[src/sv/bcp_pkg.sv]
`default_nettype none
// ----------------------------------------------------------------------------
// bcp_pkg : shared types and constants of the cascaded balance controller
// Register indexes, fixed-point widths, datapath command encoding.
// ----------------------------------------------------------------------------
package bcp_pkg;

  // drive saturation and loop limits
  localparam int PWM_LIMIT = 7200;
  localparam int INTEG_MAX = 10000;
  localparam int TILT_LIMIT = 1120;   // 70 degrees in 1/16 degree

  // divide by ten: q = (x * RECIP10) >> RECIP_SHIFT, then one correction step
  localparam int          RECIP_SHIFT = 24;
  localparam logic [20:0] RECIP10     = 21'd1677721;

  // shared multiplier operand and product widths
  localparam int MUL_A_W = 30;
  localparam int MUL_B_W = 22;
  localparam int PROD_W  = MUL_A_W + MUL_B_W;

  // configuration register indexes
  localparam logic [2:0] CFG_SPEED_REF  = 3'd0;
  localparam logic [2:0] CFG_MID_ANGLE  = 3'd1;
  localparam logic [2:0] CFG_YAW_REF    = 3'd2;
  localparam logic [2:0] CFG_UPRIGHT_P  = 3'd3;
  localparam logic [2:0] CFG_UPRIGHT_D  = 3'd4;
  localparam logic [2:0] CFG_SPEED_P    = 3'd5;
  localparam logic [2:0] CFG_SPEED_I    = 3'd6;
  localparam logic [2:0] CFG_TURN_KP    = 3'd7;

  localparam logic signed [12:0] MID_ANGLE_RESET = -13'sd160;

  typedef enum logic [2:0] {
    MUL_NONE,
    MUL_DIV10,
    MUL_VKP_F,
    MUL_VKI_S,
    MUL_TKP_YAW,
    MUL_VKD_PRATE,
    MUL_VKP_DIFF
  } mul_sel_t;

  typedef enum logic [1:0] {
    ACC_HOLD,
    ACC_LOAD,
    ACC_LOAD_SH4,
    ACC_ADD
  } acc_op_t;

  typedef struct packed {
    logic     load;     // capture a new transaction
    mul_sel_t mul_sel;
    acc_op_t  acc_op;
    logic     fix;      // finish divide, update filtered error
    logic     integ;    // update clamped integral
    logic     setp;     // capture turn term and pitch error
    logic     finish;   // form and register the drives
  } cmd_t;

endpackage
`default_nettype wire

[src/sv/bcp_ctrl.sv]
`default_nettype none
// ----------------------------------------------------------------------------
// bcp_ctrl : sequencer of the cascaded balance controller
// Steps the datapath through one control tick and owns both handshakes.
// ----------------------------------------------------------------------------
module bcp_ctrl (
  input  wire logic     clk,
  input  wire logic     rst,
  input  wire logic     in_valid,
  output logic          in_ready,
  output logic          out_valid,
  input  wire logic     out_ready,
  output bcp_pkg::cmd_t cmd
);

  typedef enum logic [3:0] {
    IDLE,
    DIV,
    FIX,
    INTEG,
    VEL1,
    VEL2,
    VEL3,
    VERT1,
    VERT2,
    FINISH
  } state_t;

  state_t state, state_next;
  logic   out_free;

  assign in_ready = (state == IDLE);
  assign out_free = !out_valid || out_ready;

  always_comb begin
    cmd        = '0;
    cmd.load   = in_valid && in_ready;
    state_next = state;
    unique case (state)
      IDLE: begin
        if (in_valid) begin
          state_next = DIV;
        end
      end
      DIV: begin
        cmd.mul_sel = bcp_pkg::MUL_DIV10;
        state_next  = FIX;
      end
      FIX: begin
        cmd.fix    = 1'b1;
        state_next = INTEG;
      end
      INTEG: begin
        cmd.integ   = 1'b1;
        cmd.mul_sel = bcp_pkg::MUL_VKP_F;
        state_next  = VEL1;
      end
      VEL1: begin
        cmd.acc_op  = bcp_pkg::ACC_LOAD;
        cmd.mul_sel = bcp_pkg::MUL_VKI_S;
        state_next  = VEL2;
      end
      VEL2: begin
        cmd.acc_op  = bcp_pkg::ACC_ADD;
        cmd.mul_sel = bcp_pkg::MUL_TKP_YAW;
        state_next  = VEL3;
      end
      VEL3: begin
        cmd.setp    = 1'b1;
        cmd.mul_sel = bcp_pkg::MUL_VKD_PRATE;
        state_next  = VERT1;
      end
      VERT1: begin
        cmd.acc_op  = bcp_pkg::ACC_LOAD_SH4;
        cmd.mul_sel = bcp_pkg::MUL_VKP_DIFF;
        state_next  = VERT2;
      end
      VERT2: begin
        cmd.acc_op = bcp_pkg::ACC_ADD;
        state_next = FINISH;
      end
      FINISH: begin
        // hold until the output register is free
        if (out_free) begin
          cmd.finish = 1'b1;
          state_next = IDLE;
        end
      end
      default: state_next = IDLE;
    endcase
  end

  always_ff @(posedge clk) begin
    if (rst) begin
      state     <= IDLE;
      out_valid <= 1'b0;
    end else begin
      state <= state_next;
      if (cmd.finish) begin
        out_valid <= 1'b1;
      end else if (out_ready) begin
        out_valid <= 1'b0;
      end
    end
  end

endmodule
`default_nettype wire

[config.mk]
export PLATFORM = sky130hd
export DESIGN_NAME = bcp_ctrl
export DESIGN_NICKNAME = d
export VERILOG_FILES = /design/src/sv/bcp_pkg.sv /design/src/sv/bcp_ctrl.sv
export SDC_FILE = /design/constraint.sdc
export NUM_CORES = 1
export LEC_CHECK = 0
export BUFFER_PORTS_ARGS = -buffer_cell sky130_fd_sc_hd__buf_2
export CORE_AREA = 5 5 42 44
export DETAILED_ROUTE_END_ITERATION = 6
export DIE_AREA = 0 0 47 49
export PLACE_DENSITY = 0.47
export SLEW_MARGIN = 20
export SYNTH_ARGS = -nofsm -noshare
export SYNTH_HDL_FRONTEND = slang
export SYNTH_SLANG_ARGS = --single-unit
export TNS_END_PERCENT = 5
[constraint.sdc]
create_clock -name clk -period 3.1 [get_ports clk]
set_input_delay 0.62 -clock clk [delete_from_list [all_inputs] [get_ports clk]]
set_output_delay 0.62 -clock clk [all_outputs]
set_load 0.005 [all_outputs]
* Yosys cells after proc, flatten, opt, wreduce, memory -nomap -nowiden
Index checks and enable logic that the tools add are counted.
** Storage, ports and cells
- Flip-flop bits (word level) :: 5
- Output and inout port bits :: 12
** Operators by class
- Equality and inequality tests :: 11
- Mux-type cells :: 12
- Reductions and logical operators :: 7
** Operator list (count)
- $pmux W4 S10 :: 1
- $pmux W3 S6 :: 1
- $eq A4 B3 Y1 const B :: 4
- $eq A4 B2 Y1 const B :: 2
- $eq A4 B4 Y1 const B :: 2
- $mux W4 :: 2
- $mux W1 :: 7
- $pmux W2 S3 :: 1
- $eq A4 B1 Y1 const B :: 1
- $logic_not A4 Y1 :: 1
- $ne A2 B2 Y1 const B :: 2
- $reduce_and A2 Y1 :: 1
- $reduce_bool A2 Y1 :: 1
- $reduce_or A2 Y1 :: 1
- $logic_and A1 B1 Y1 :: 1
- $logic_not A1 Y1 :: 1
- $logic_or A1 B1 Y1 :: 1

* Logic depth before layout (Yosys ltp)
- Depth after elaboration :: 5
- Depth in mapped cells :: 4
- Mapped depth without buffers :: 3

* Worst setup path after synthesis
No wires, ideal clock.
- Kind :: input -> output
- Start point :: in out_ready
- End point :: out cmd[0] in the netlist's numbering
- Arrival :: 0.900 ns
- Required time :: 2.480 ns
- Setup slack :: 1.580 ns
- Cell stages on the path :: 2
- Path buffers :: 0
- Cells stage by stage :: nor2b_1 nor3b_1
** RTL lines
- from (decl) :: RTL line bcp_ctrl.sv:12 : input wire logic out_ready,
- to (decl) :: RTL line bcp_ctrl.sv:13 : output bcp_pkg::cmd_t cmd

==> impl_metrics.toml <==
[placement]
place.detailed.hpwl_um = 637
place.detailed.instances = 73
placed_cell_area_um2 = 430
pre_cts_ws_ns = 1.29
finalWeightedCongestion = 0.682
portBuffers = 15

[routing]
vias_per_cell = 4.61
residual_drc_count = 0
first_iter_violations = 4
route.detailed.wl_per_inst_um = 11.4
number_of_nets_with_antenna_violations_after_detailed_routing = 0
detail_route.first_pass.iterations = 2
finalWirelength_um = 881
detailroute.via_count = 355

[worst_hold_path]
timing.hold.worst.start = "rst"
hold_path_end = "out_valid"
min-delay-path-class = "primary input to flop"
holdPathStages = 2

[setup_path]
critical-path-max-stage-delay_ns = 0.64
timing.critical_path.cells = "nand2b_1 > o21a_1 > nor2_1 > buf_2"
crit_type = "flop to output pin"
reg2reg_setup_slack_ns = 1.86
ff2ff_path_depth = 3
critPathMaxFanout = 14
crit_buf_inv = 1
setup.worst_path.start_class = "flop"
cp.required_ns = 2.48
timing.critical_path.depth = 4
regToRegStartpoint = "state[0]"
critical_path.slowest_cell = "sky130_fd_sc_hd__dfxtp_1"
setup.worst_path.end_class = "output pin"
cp_top_delay_family = "flip-flops"
worstPathArrival_ns = 1.42
regToRegEndpoint = "state[0]"

[cts]
htree_num_levels = 1
cts-root-to-sink-buffers = 2
cts.reportedPaths.clkPinSlew_ns = 0.05
ctsResizeCount = 0
tritoncts_clock_tree = "built"
post_cts.repair.setup_buffers = 0
insertion_delay_ns = 0.25
cts.hold.buffers_added = 0
numClockSinks = 5
cts_inserted_buffers = 3
buffer_type_at_the_clock_tree_root = "sky130_fd_sc_hd__clkbuf_4"

[timing]
layout_setup_ws_ns = 1.06
max-slew-margin-rel_pct = 64.3
tightestPinTransition_ns = 0.535
aggregate_negative_setup_slack_ns = 0
min_period_ns = 2.04
number_of_setup_violations_in_the_final_report = 0
fin_crit_sh_pct = 65.9
final-hold-violation-count = 0
grt_setup_unrepaired = "false"
finalMaxSlewViolations = 0
fin_worst_skew_ns = 0.00641
fmaxAchievable_mhz = 490

[floorplanning]
fp.dieW_um = 47
chipHeight_um = 49
design.die.area_um2 = 2300
start_util_pct = 26.3
core_area_um2 = 1400
ioPinCount = 16
floorplan.rows = 14

[yosys]
ys.warnings.count = 0
synth.lib_cells_used.distinct = 23
synth_cells = 46
share_of_the_yosys_chip_area_belonging_to_registers_pct = 27.1
synthesis.area_per_instance_um2 = 8.02
synth.ff_latch_count = 5
synth.cell_area_um2 = 369
syn-num-nets = 50

[grt]
antenna_found_initial = 0
vias_in_the_first_global_route = 334
track_usage_pct = 8.87
grt_max_degree = 16
globalRouteOverflowTotal = 0
grt_first_pass_wirelength_um = 1450

[power_and_ir_drop]
power.static_leakage_nw = 0.216
power.density_cell_area_nw_per_um2 = 501
p_total_uw = 229
irDropWorstVdd_v = 0.000150

[finish]
layout_commonest_cell = "sky130_fd_sc_hd__buf_2"
nNetsFinal = 66
synthesis_to_finish_area_growth_pct = 23.7
layout-drive-gt1-share_pct = 36.1
final_cell_area_um2 = 457
final_antenna_diode_count = 0
fill_cells = 159
post_route_non_filler_standard_cell_count = 77
layout_common_cells = "sky130_fd_sc_hd__buf_2 (15), sky130_fd_sc_hd__nor2_1 (5), sky130_fd_sc_hd__nor3_1 (5), sky130_fd_sc_hd__dfxtp_1 (5)"

[status]
outcome = "complete, no violations"

[run]
drv_cap = 0
[power by group]
part           switching (mW)  total [mW]  internal (mW)  leakage [nW]
Clock                  0.0311      0.0800         0.0490        0.0150
Sequential             0.0187      0.0883         0.0697        0.0408
Combinational          0.0281      0.0606         0.0325         0.160
[worst max-delay path by stage]
stage | to | from | slack (ns)
3_3_place_gp | cmd[0] | out_ready | 1.32
3_5_place_dp | cmd[0] | out_ready | 1.29
2_1_floorplan | cmd[0] | out_ready | 1.58
5_1_grt | cmd[7] | state[0] | 0.96
4_1_cts | cmd[7] | state[0] | 1.04
6_report | cmd[7] | state[0] | 1.06
[Yosys cell counts]
cell type                  count  area share, %
sky130_fd_sc_hd__dfxtp_1       5             27
sky130_fd_sc_hd__nor2_1        5            5.1
sky130_fd_sc_hd__nor3_1        5            6.8
sky130_fd_sc_hd__a21oi_1       3            4.1
sky130_fd_sc_hd__buf_4         3            6.1
sky130_fd_sc_hd__inv_1         3            3.1
sky130_fd_sc_hd__nand2_1       3            3.1
sky130_fd_sc_hd__nand2b_1      2            3.4
sky130_fd_sc_hd__nor2b_1       2            3.4
sky130_fd_sc_hd__o21a_1        2            4.1
sky130_fd_sc_hd__a21o_2        1            2.4
sky130_fd_sc_hd__a221oi_2      1            4.1
sky130_fd_sc_hd__a22o_1        1            2.4
sky130_fd_sc_hd__a31oi_1       1            1.7
sky130_fd_sc_hd__and2_1        1            1.7
sky130_fd_sc_hd__buf_6         1            3.1
sky130_fd_sc_hd__nand4b_1      1            2.4
sky130_fd_sc_hd__nor2_2        1            1.7
sky130_fd_sc_hd__nor3b_1       1            2.0
sky130_fd_sc_hd__nor4_4        1            5.8
sky130_fd_sc_hd__o211ai_1      1            2.0
sky130_fd_sc_hd__xnor2_1       1            2.4
sky130_fd_sc_hd__xor2_1        1            2.4
[stage by stage]
| step | utilization [%] | hold WS [ns] |
|---|---|---|
| 6_report | 32.6 | 0.595 |
| 2_1_floorplan | - | 0.515 |
| 4_1_cts | 32.6 | 0.593 |
| 3_3_place_gp | 30.7 | 0.635 |
| 3_5_place_dp | 30.7 | 0.642 |
| 5_1_grt | 32.6 | 0.619 |
[routing by layer]
metal	vias up	share of wire (%)	global-route usage, %
met1	151	47	11.9
li1	186	-	-
met4	0	4.2	8.29
met5	-	0	0
met3	5	8.9	2.21
met2	13	40	10.9
[final cells by class]
cell class | instances | area (um^2) | area share [%]
clock buffer | 4 | 26.3 | 5.75
inverter | 3 | 11.3 | 2.47
multi-input combinational | 34 | 224 | 49.0
sequential | 5 | 100 | 21.9
tap | 16 | 20.0 | 4.38
timing repair buffer | 15 | 75.1 | 16.4
[flip-flops by register name, indices dropped and copies added, names as in the netlist]
name	flops
state	4
out_valid	1
[kinds of logic (layout without fill, tap and decap cells)]
family	after synthesis	count (layout)	share of synthesized area, %
simple gates	22	22	35.3
flops	5	5	27.1
buf+inv	7	22	12.2
compound gates	10	10	20.7
xor+xnor	2	2	4.75
(Power assumes the default switching activity.)
