===== config.mk =====
export PLATFORM = sky130hd
export DESIGN_NAME = bcp_datapath
export DESIGN_NICKNAME = d
export VERILOG_FILES = /design/src/sv/bcp_pkg.sv /design/src/sv/bcp_datapath.sv
export SDC_FILE = /design/constraint.sdc
export NUM_CORES = 2
export LEC_CHECK = 0
export BUFFER_PORTS_ARGS = -buffer_cell sky130_fd_sc_hd__clkbuf_2
export CORE_ASPECT_RATIO = 1.1
export CORE_UTILIZATION = 30
export DETAILED_ROUTE_END_ITERATION = 10
export PLACE_DENSITY = 0.51
export REMOVE_ABC_BUFFERS = 1
export SETUP_SLACK_MARGIN = 0.02
export SLEW_MARGIN = 20
export SYNTH_ARGS = -nofsm -noshare
export SYNTH_HDL_FRONTEND = slang
export SYNTH_SLANG_ARGS = --single-unit

===== constraint.sdc =====
create_clock -name clk -period 14.1 [get_ports clk]
set_input_delay 3.525 -clock clk [delete_from_list [all_inputs] [get_ports clk]]
set_output_delay 3.525 -clock clk [all_outputs]
set_load 0.005 [all_outputs]

===== src/sv/bcp_pkg.sv =====
`default_nettype none
// ----------------------------------------------------------------------------
// bcp_pkg : shared types and constants of the cascaded balance controller
// Register indexes, fixed-point widths, datapath command encoding.
// ----------------------------------------------------------------------------
package bcp_pkg;

  // drive saturation and loop limits
  localparam int PWM_LIMIT = 7200;
  localparam int INTEG_MAX = 10000;
  localparam int TILT_LIMIT = 1120;   // 70 degrees in 1/16 degree

  // divide by ten: q = (x * RECIP10) >> RECIP_SHIFT, then one correction step
  localparam int          RECIP_SHIFT = 24;
  localparam logic [20:0] RECIP10     = 21'd1677721;

  // shared multiplier operand and product widths
  localparam int MUL_A_W = 30;
  localparam int MUL_B_W = 22;
  localparam int PROD_W  = MUL_A_W + MUL_B_W;

  // configuration register indexes
  localparam logic [2:0] CFG_SPEED_REF  = 3'd0;
  localparam logic [2:0] CFG_MID_ANGLE  = 3'd1;
  localparam logic [2:0] CFG_YAW_REF    = 3'd2;
  localparam logic [2:0] CFG_UPRIGHT_P  = 3'd3;
  localparam logic [2:0] CFG_UPRIGHT_D  = 3'd4;
  localparam logic [2:0] CFG_SPEED_P    = 3'd5;
  localparam logic [2:0] CFG_SPEED_I    = 3'd6;
  localparam logic [2:0] CFG_TURN_KP    = 3'd7;

  localparam logic signed [12:0] MID_ANGLE_RESET = -13'sd160;

  typedef enum logic [2:0] {
    MUL_NONE,
    MUL_DIV10,
    MUL_VKP_F,
    MUL_VKI_S,
    MUL_TKP_YAW,
    MUL_VKD_PRATE,
    MUL_VKP_DIFF
  } mul_sel_t;

  typedef enum logic [1:0] {
    ACC_HOLD,
    ACC_LOAD,
    ACC_LOAD_SH4,
    ACC_ADD
  } acc_op_t;

  typedef struct packed {
    logic     load;     // capture a new transaction
    mul_sel_t mul_sel;
    acc_op_t  acc_op;
    logic     fix;      // finish divide, update filtered error
    logic     integ;    // update clamped integral
    logic     setp;     // capture turn term and pitch error
    logic     finish;   // form and register the drives
  } cmd_t;

endpackage
`default_nettype wire


===== src/sv/bcp_datapath.sv =====
`default_nettype none
// ----------------------------------------------------------------------------
// bcp_datapath : registers, shared multiplier and accumulator
// Holds configuration and loop state; executes one controller command a cycle.
// ----------------------------------------------------------------------------
module bcp_datapath (
  input  wire logic                clk,
  input  wire logic                rst,
  input  wire logic                cfg_write,
  input  wire logic [2:0]          cfg_index,
  input  wire logic [15:0]         cfg_data,
  input  wire logic signed [15:0]  left_speed,
  input  wire logic signed [15:0]  right_speed,
  input  wire logic signed [12:0]  pitch,
  input  wire logic signed [15:0]  pitch_rate,
  input  wire logic signed [15:0]  yaw_rate,
  input  wire bcp_pkg::cmd_t       cmd,
  output logic signed [13:0]       left_drive,
  output logic signed [13:0]       right_drive,
  output logic                     brake_on
);

  // configuration
  logic signed [15:0] speed_ref, yaw_ref;
  logic signed [12:0] mid_angle;
  logic signed [15:0] upright_p, upright_d, speed_p, speed_i, turn_kp;

  // loop state
  logic signed [17:0] filt_err;
  logic signed [14:0] speed_int;

  // per-transaction registers
  logic [19:0]        abs_x;
  logic               x_neg;
  logic signed [12:0] pitch_r;
  logic signed [15:0] prate_r;
  logic signed [15:0] yaw_r;
  logic signed [bcp_pkg::PROD_W-1:0] prod;
  logic signed [bcp_pkg::PROD_W-1:0] acc;
  logic signed [25:0] turn;
  logic signed [29:0] diff;

  // load: speed error and filter numerator
  logic signed [17:0] speed_err;
  logic signed [20:0] x_num;
  always_comb begin
    speed_err = 18'(left_speed) - 18'(right_speed) - 18'(speed_ref);
    x_num     = 21'(speed_err) * 21'sd3 + 21'(filt_err) * 21'sd7;
  end

  // shared multiplier
  logic signed [bcp_pkg::MUL_A_W-1:0] mul_a;
  logic signed [bcp_pkg::MUL_B_W-1:0] mul_b;
  logic signed [16:0]                 yaw_err;
  always_comb begin
    yaw_err = 17'(yaw_r) - 17'(yaw_ref);
    unique case (cmd.mul_sel)
      bcp_pkg::MUL_DIV10: begin
        mul_a = $signed({10'b0, abs_x});
        mul_b = $signed({1'b0, bcp_pkg::RECIP10});
      end
      bcp_pkg::MUL_VKP_F: begin
        mul_a = 30'(filt_err);
        mul_b = 22'(speed_p);
      end
      bcp_pkg::MUL_VKI_S: begin
        mul_a = 30'(speed_int);
        mul_b = 22'(speed_i);
      end
      bcp_pkg::MUL_TKP_YAW: begin
        mul_a = 30'(yaw_err);
        mul_b = 22'(turn_kp);
      end
      bcp_pkg::MUL_VKD_PRATE: begin
        mul_a = 30'(prate_r);
        mul_b = 22'(upright_d);
      end
      bcp_pkg::MUL_VKP_DIFF: begin
        mul_a = diff;
        mul_b = 22'(upright_p);
      end
      default: begin
        mul_a = '0;
        mul_b = '0;
      end
    endcase
  end

  // divide correction: quotient estimate is exact or one short
  logic [16:0]        q_est;
  logic [20:0]        ten_q;
  logic [20:0]        rem;
  logic [17:0]        q_fix;
  logic signed [17:0] filt_next;
  always_comb begin
    q_est     = prod[40:24];
    ten_q     = 21'({q_est, 3'b0}) + 21'({q_est, 1'b0});
    rem       = 21'(abs_x) - ten_q;
    q_fix     = 18'(q_est) + 18'(rem >= 21'd10);
    filt_next = x_neg ? -$signed(q_fix) : $signed(q_fix);
  end

  // integral with clamp
  logic signed [17:0] int_sum;
  logic signed [14:0] int_next;
  always_comb begin
    int_sum = 18'(speed_int) + filt_err;
    if (int_sum > 18'(bcp_pkg::INTEG_MAX)) begin
      int_next = 15'(bcp_pkg::INTEG_MAX);
    end else if (int_sum < -18'(bcp_pkg::INTEG_MAX)) begin
      int_next = -15'(bcp_pkg::INTEG_MAX);
    end else begin
      int_next = int_sum[14:0];
    end
  end

  // velocity output to setpoint, turn term; both truncate toward zero
  logic signed [bcp_pkg::PROD_W-1:0] acc_adj, prod_adj, vel_full, turn_full;
  logic signed [25:0] vel;
  logic signed [29:0] diff_next;
  always_comb begin
    acc_adj   = acc + (acc[bcp_pkg::PROD_W-1] ? 52'sd255 : 52'sd0);
    vel_full  = acc_adj >>> 8;
    vel       = vel_full[25:0];
    diff_next = 30'(pitch_r) - 30'(mid_angle) - $signed({vel, 4'b0});
    prod_adj  = prod + (prod[bcp_pkg::PROD_W-1] ? 52'sd255 : 52'sd0);
    turn_full = prod_adj >>> 8;
  end

  // upright term and saturation
  logic signed [bcp_pkg::PROD_W-1:0] vert_adj, vert_full;
  logic signed [33:0] vert;
  logic signed [34:0] l_sum, r_sum;
  logic signed [15:0] l_sat, r_sat;
  logic               tilt;
  always_comb begin
    vert_adj  = acc + (acc[bcp_pkg::PROD_W-1] ? 52'sd4095 : 52'sd0);
    vert_full = vert_adj >>> 12;
    vert      = vert_full[33:0];
    l_sum     = 35'(vert) + 35'(turn);
    r_sum     = 35'(vert) - 35'(turn);
    if (l_sum > 35'(bcp_pkg::PWM_LIMIT)) begin
      l_sat = 16'(bcp_pkg::PWM_LIMIT);
    end else if (l_sum < -35'(bcp_pkg::PWM_LIMIT)) begin
      l_sat = -16'(bcp_pkg::PWM_LIMIT);
    end else begin
      l_sat = l_sum[15:0];
    end
    if (r_sum > 35'(bcp_pkg::PWM_LIMIT)) begin
      r_sat = 16'(bcp_pkg::PWM_LIMIT);
    end else if (r_sum < -35'(bcp_pkg::PWM_LIMIT)) begin
      r_sat = -16'(bcp_pkg::PWM_LIMIT);
    end else begin
      r_sat = r_sum[15:0];
    end
    tilt = (pitch_r >= 13'(bcp_pkg::TILT_LIMIT)) || (pitch_r <= -13'(bcp_pkg::TILT_LIMIT));
  end

  // configuration and loop state
  always_ff @(posedge clk) begin
    if (rst) begin
      speed_ref    <= '0;
      mid_angle    <= bcp_pkg::MID_ANGLE_RESET;
      yaw_ref      <= '0;
      upright_p    <= '0;
      upright_d    <= '0;
      speed_p      <= '0;
      speed_i      <= '0;
      turn_kp      <= '0;
      filt_err     <= '0;
      speed_int    <= '0;
    end else begin
      if (cfg_write) begin
        unique case (cfg_index)
          bcp_pkg::CFG_SPEED_REF:  speed_ref    <= $signed(cfg_data);
          bcp_pkg::CFG_MID_ANGLE:  mid_angle    <= $signed(cfg_data[12:0]);
          bcp_pkg::CFG_YAW_REF:    yaw_ref      <= $signed(cfg_data);
          bcp_pkg::CFG_UPRIGHT_P:  upright_p    <= $signed(cfg_data);
          bcp_pkg::CFG_UPRIGHT_D:  upright_d    <= $signed(cfg_data);
          bcp_pkg::CFG_SPEED_P:    speed_p      <= $signed(cfg_data);
          bcp_pkg::CFG_SPEED_I:    speed_i      <= $signed(cfg_data);
          bcp_pkg::CFG_TURN_KP:    turn_kp      <= $signed(cfg_data);
          default: ;
        endcase
      end
      if (cmd.fix) begin
        filt_err <= filt_next;
      end
      if (cmd.integ) begin
        speed_int <= int_next;
      end
    end
  end

  // payload registers
  always_ff @(posedge clk) begin
    if (cmd.load) begin
      x_neg   <= x_num[20];
      abs_x   <= x_num[20] ? 20'(-x_num) : x_num[19:0];
      pitch_r <= pitch;
      prate_r <= pitch_rate;
      yaw_r   <= yaw_rate;
    end
    if (cmd.mul_sel != bcp_pkg::MUL_NONE) begin
      prod <= mul_a * mul_b;
    end
    unique case (cmd.acc_op)
      bcp_pkg::ACC_LOAD:     acc <= prod;
      bcp_pkg::ACC_LOAD_SH4: acc <= prod <<< 4;
      bcp_pkg::ACC_ADD:      acc <= acc + prod;
      default:               ;
    endcase
    if (cmd.setp) begin
      diff <= diff_next;
      turn <= turn_full[25:0];
    end
    if (cmd.finish) begin
      left_drive  <= tilt ? 14'sd0 : l_sat[13:0];
      right_drive <= tilt ? 14'sd0 : r_sat[13:0];
      brake_on    <= tilt;
    end
  end

endmodule
`default_nettype wire


Yosys cells after proc, flatten, opt, wreduce, memory -nomap -nowiden
Index checks and enable logic that the tools add are counted.

operators by class
  $add $sub $neg = 18
  multipliers = 3
  magnitude comparators = 9
  eq/ne operators = 16
  mux-type cells = 14
  reductions and logical operators = 16

operators with widths
  operator               number
  $pmux 30 s6            1
  $pmux 52 s3            1
  $pmux 22 s6            1
  $gt 35x14->1 const B   2
  $lt 35x14->1 const B   2
  $add 34x9->34          2
  $add 52x52->52         1
  $mul 30x22->52         1
  $add 46x13->46         1
  $add 34x26->35         1
  $sub 34x26->35         1
  $sub 16x16->17         2
  $mux 15                2
  $sub 14x30->30         1
  $mux 14                2
  $mux 13                2
  $add 20x18->21         1
  $add 21x21->21         1
  $eq 3x3->1 const B     7
  $ge 21x4->1 const B    1
  $mul 18x3->21 const B  1
  $mul 18x4->21 const B  1
  $sub 20x21->21         1
  $mux 20                1
  other kinds (23)       39

storage, ports and cells
  register bits after elaboration = 413
  input port bits = 109
  output and inout port bits = 29
  word-level logic and storage cells = 102

Longest topological paths before layout
  depth in word-level cells = 6
  gate-level depth with buffers = 43

Least setup slack after synthesis
Ideal clock, no wire load.

  kind = in2reg
  start point = input port cmd[6] in the netlist's numbering
  end point = register prod[46] in the netlist's numbering (data pin)
  library setup time = 0.259 ns
  arrival time = 11.686 ns
  slack = 2.155 ns
  cell stages on the path = 35
  buffers on the path = 4
  cells stage by stage = clkbuf_1 -> buf_1 -> clkbuf_1 -> mux2i_1 -> nor2_1 -> a21oi_1 -> a21oi_1 -> clkbuf_1 -> nand2_1 -> fa_1 -> inv_1 -> fa_1 -> inv_1 -> fa_1 -> fa_1 -> inv_1 -> fa_1 -> fa_1 -> inv_1 -> fa_1 -> inv_1 -> ha_1 -> a21oi_1 -> o21bai_1 -> a21o_1 -> a221o_1 -> a21oi_1 -> o21ai_0 -> nor4_1 -> a21oi_1 -> a211oi_1 -> o21a_1 -> o21ai_0 -> a21oi_1 -> xnor2_1

between the ends
  longest elaborated chain between the ends = 3
  elaborated cells between the ends (all ways) = 9
  classes of those cells = mul: 1; eq/ne: 6; mux: 2

ends and longest elaborated chain
  element                                     line                 RTL
  start, declared                             bcp_datapath.sv:17   input wire bcp_pkg::cmd_t cmd,
  $eq 3x3->1, or another cell as far along    bcp_datapath.sv:57   unique case (cmd.mul_sel)
  $pmux 30 s6 or $pmux 22 s6 (tied branches)  bcp_datapath.sv:57
  $mul 30x22->52 *                            bcp_datapath.sv:205  prod <= mul_a * mul_b;
  end signal, assigned                        bcp_datapath.sv:205
  end, declared                               bcp_datapath.sv:38   logic signed [bcp_pkg::PROD_W-1:0] prod;

Mark *: on every way between the ends. The rest lies on a longest branch, timed or not.
A chain may end at the register's enable or synchronous reset.

Worst setup path after layout
  start point = input port cmd[7] in the netlist's numbering
  end point = register prod[50] in the netlist's numbering (data pin)

The elaborated chain is that of the path after synthesis.

==> out/qor.csv <==
stage,metric,value,unit
yosys,synth_edf_count,255,
power_and_ir_drop,power_leakage,29.2,nW
layout,layout_commonest_cell,inv_1,
floorplan,initial_core_util,0.302,
clocking,cts-resized-gates,0,
global_route,grt_pass1_vias,47000,
layout,nets,7946,
placed_design,pre_cts_ws,0.927,ns
power_and_ir_drop,p_per_area,262,mW/mm2
global_route,grtUsageMet3,0.0224,
power_and_ir_drop,ir_drop,0.381,mV
detailed_routing,wirelength,194000,um
min_path,worstHoldStart,upright_p[8]$_SDFFE_PP0P_,
sta,worst_slack,1.54,ns
yosys,synth-compound-area-share,0.129,
critical_path,slowest_stage,a31oi_1,
global_route,met2_usage,0.330,
min_path,hold_path_class,reg2reg,
detailed_routing,drcViolationCount,0,
placed_design,placed_cells,9105,
critical_path,critical_path_arrival,12.93,ns
critical_path,cpMostUsedCell,fa_1,
sta,setup_tns,0,ns
critical_path,crit_type,in2reg,
yosys,synthMuxAreaShare,0.0178,
critical_path,reg2reg_from,yaw_r[0]$_DFFE_PP_,
sta,skew,0.0638,ns
layout,layout-drive-gt1-share,0.0627,
yosys,yosys.area_share.adder,0.367,
detailed_routing,vias_per_cell,5.00,
placed_design,place.port_buffers,137,
global_route,grt_use_met1,0.270,
clocking,cts_setup_buffers,0,
floorplan,die_w,419,um
clocking,cts_made_buffers,53,
clocking,postCtsHoldBufs,0,
critical_path,cp-start-kind,input port,
layout,areaGrowthSynthToFinish,10.1,%
yosys,synth_ff_type,edfxtp_1,
yosys,ys_seq_area_frac,0.189,
yosys,postSynthAreaPerCell,8.76,um2
critical_path,startpoint,cmd[7],
sta,post-route-period-util,0.891,
floorplan,std_cell_rows,168,
critical_path,cp_slowest_stage_delay,0.62,ns
flow_run,max_cap_viol_count,0,
detailed_routing,ant_nets,0,
clocking,cts_tree,yes,
critical_path,crit_required,14.47,ns
yosys,synthesis.instances,6552,
placed_design,dpl.hpwl,161000,um
sta,hold_slack,0.453,ns
global_route,gr-total-overflow,0,
floorplan,fp.dieArea,0.193,mm2
sta,slew_headroom,0.213,
floorplan,die_h,461,um
placed_design,finalWeightedCongestion,0.939,
yosys,syn-cell-area,0.0574,mm2
run_status,status,"finished, final reports clean",
sta,rsz0062_at_grt,false,
sta,slew_violations,0,
sta,period_minus_slack,12.56,ns
yosys,yosysWarnings,0,
floorplan,core_area,0.190,mm2
global_route,grt_start_max_net_pins,90,
critical_path,end_kind,register,
detailed_routing,drt_iter0_markers,3424,
clocking,cts_max_path_buffers,3,
clocking,clk_latency,0.68,ns
sta,setup_violations,0,
global_route,gr-usage-all-layers,0.202,
yosys,async_reset_ff_frac,0,
clocking,path_clk_slew,0.06,ns
sta,max_freq,79.6,MHz
detailed_routing,wire_per_inst,21.1,um
yosys,synth_top_family_by_area,adder cells,
layout,mostFrequentLayoutCells,"inv_1, nand2_1, fa_1",
detailed_routing,firstDrtPassIters,6,
sta,tightest_slew,1.17,ns
yosys,synthSimpleGateAreaFrac,0.147,
sta,hold_viol,0,
floorplan,design.portCount,138,
detailed_routing,vias,46000,
global_route,grt_pass1_wl,294000,um
clocking,cts-htree-levels,2,
yosys,synth_cell_types,95,
clocking,cts_root_buf,clkbuf_16,
clocking,clock-sinks,413,
layout,finalNonFillerCells,9207,
critical_path,cp_max_fo,23,
global_route,busiest_layer,met2,
yosys,synthXorXnorAreaFrac,0.0606,
yosys,synth-seq-cells,413,
global_route,antenna_found_initial,3,
[worst paths after layout]
path	to	slack, ns	depth (start not counted)
min	upright_p[8]$_SDFFE_PP0P_	0.45	2
max reg2reg	prod[50]$_DFFE_PP_	3.03	40
min reg2reg	upright_p[8]$_SDFFE_PP0P_	0.45	2
max	prod[50]$_DFFE_PP_	1.54	35
[critical path: cells and delay by family]
kind	cells	cell delay, ns
adder cells (fa/ha/maj)	8	3.93
AO/OA/AOI/OAI	10	3.07
AND/OR/NAND/NOR	9	1.41
buffers and inverters	8	0.97
[state kept, by name, indices dropped and copies added, names as in the netlist, 18 cells and up]
| signal | flops |
|---|---|
| filt_err | 18 |
| prod | 52 |
| acc | 52 |
| turn | 26 |
| abs_x | 20 |
| diff | 30 |
[cell usage after synthesis, types with 21 or more instances]
master    instances  area, um2
nand2_1         775       2910
xor2_1          104        911
o21a_1           48        360
xnor2_1         293       2570
inv_1          1118       4200
nor2_1          521       1960
nand3_1         109        546
a21oi_1         456       2280
nand4_1          49        307
nand2b_1         59        369
a21o_1          121        908
clkbuf_1        202        758
nor3_1           94        470
fa_1            759      15200
a211oi_1         26        195
o21bai_1         40        300
and2_1           47        294
dfxtp_1         158       3160
edfxtp_1        255       7660
o21ai_0         187        936
and3_1           24        150
a221oi_1         28        245
mux2i_1          83        831
ha_1            467       5840
a221o_1          26        260
a31oi_1          35        219
or3_1            27        169
nor2b_1          58        363
o31ai_1          26        195
nor4_1           21        131
[metrics by stage]
stage | instance area (um2) | utilization | power (mW)
3_5_place_dp | 61200 | 0.322 | 15.0
5_1_grt | 63200 | 0.332 | 18.2
4_1_cts | 63200 | 0.332 | 16.6
2_1_floorplan | 56400 | - | 11.5
6_report | 63200 | 0.332 | 16.5
3_3_place_gp | 61200 | 0.322 | 14.9
[layout make-up]
cell class                 count  area, um2
antenna                        1       2.50
clock buffer                  66       1510
clock inverter                34        444
fill                       19800     127000
inverter                    1121       4210
multi-input combinational   4777      41500
sequential                   413      10800
tap                         2550       3190
timing repair buffer         245       1500
[kinds of logic after synthesis]
group | count (synthesis)
compound gates | 1175
fa+ha+maj | 1227
simple gates | 1878
buf+inv | 1362
xor+xnor | 397
mux | 100
flops | 413
[per-layer routing]
| layer | part of all wire | wire length (um) |
|---|---|---|
| met1 | 0.44 | 85300 |
| met2 | 0.46 | 89100 |
| met3 | 0.057 | 11000 |
| met4 | 0.045 | 8780 |
| met5 | 0 | 0 |
[where the power goes]
part	switching (mW)	total (mW)	internal (mW)	leakage (nW)
logic	7.50	12.5	4.97	24.4
clock network	0.629	1.53	0.899	0.952
registers	0.525	2.55	2.03	3.87
No activity file was read; power rests on OpenSTA's default activity.
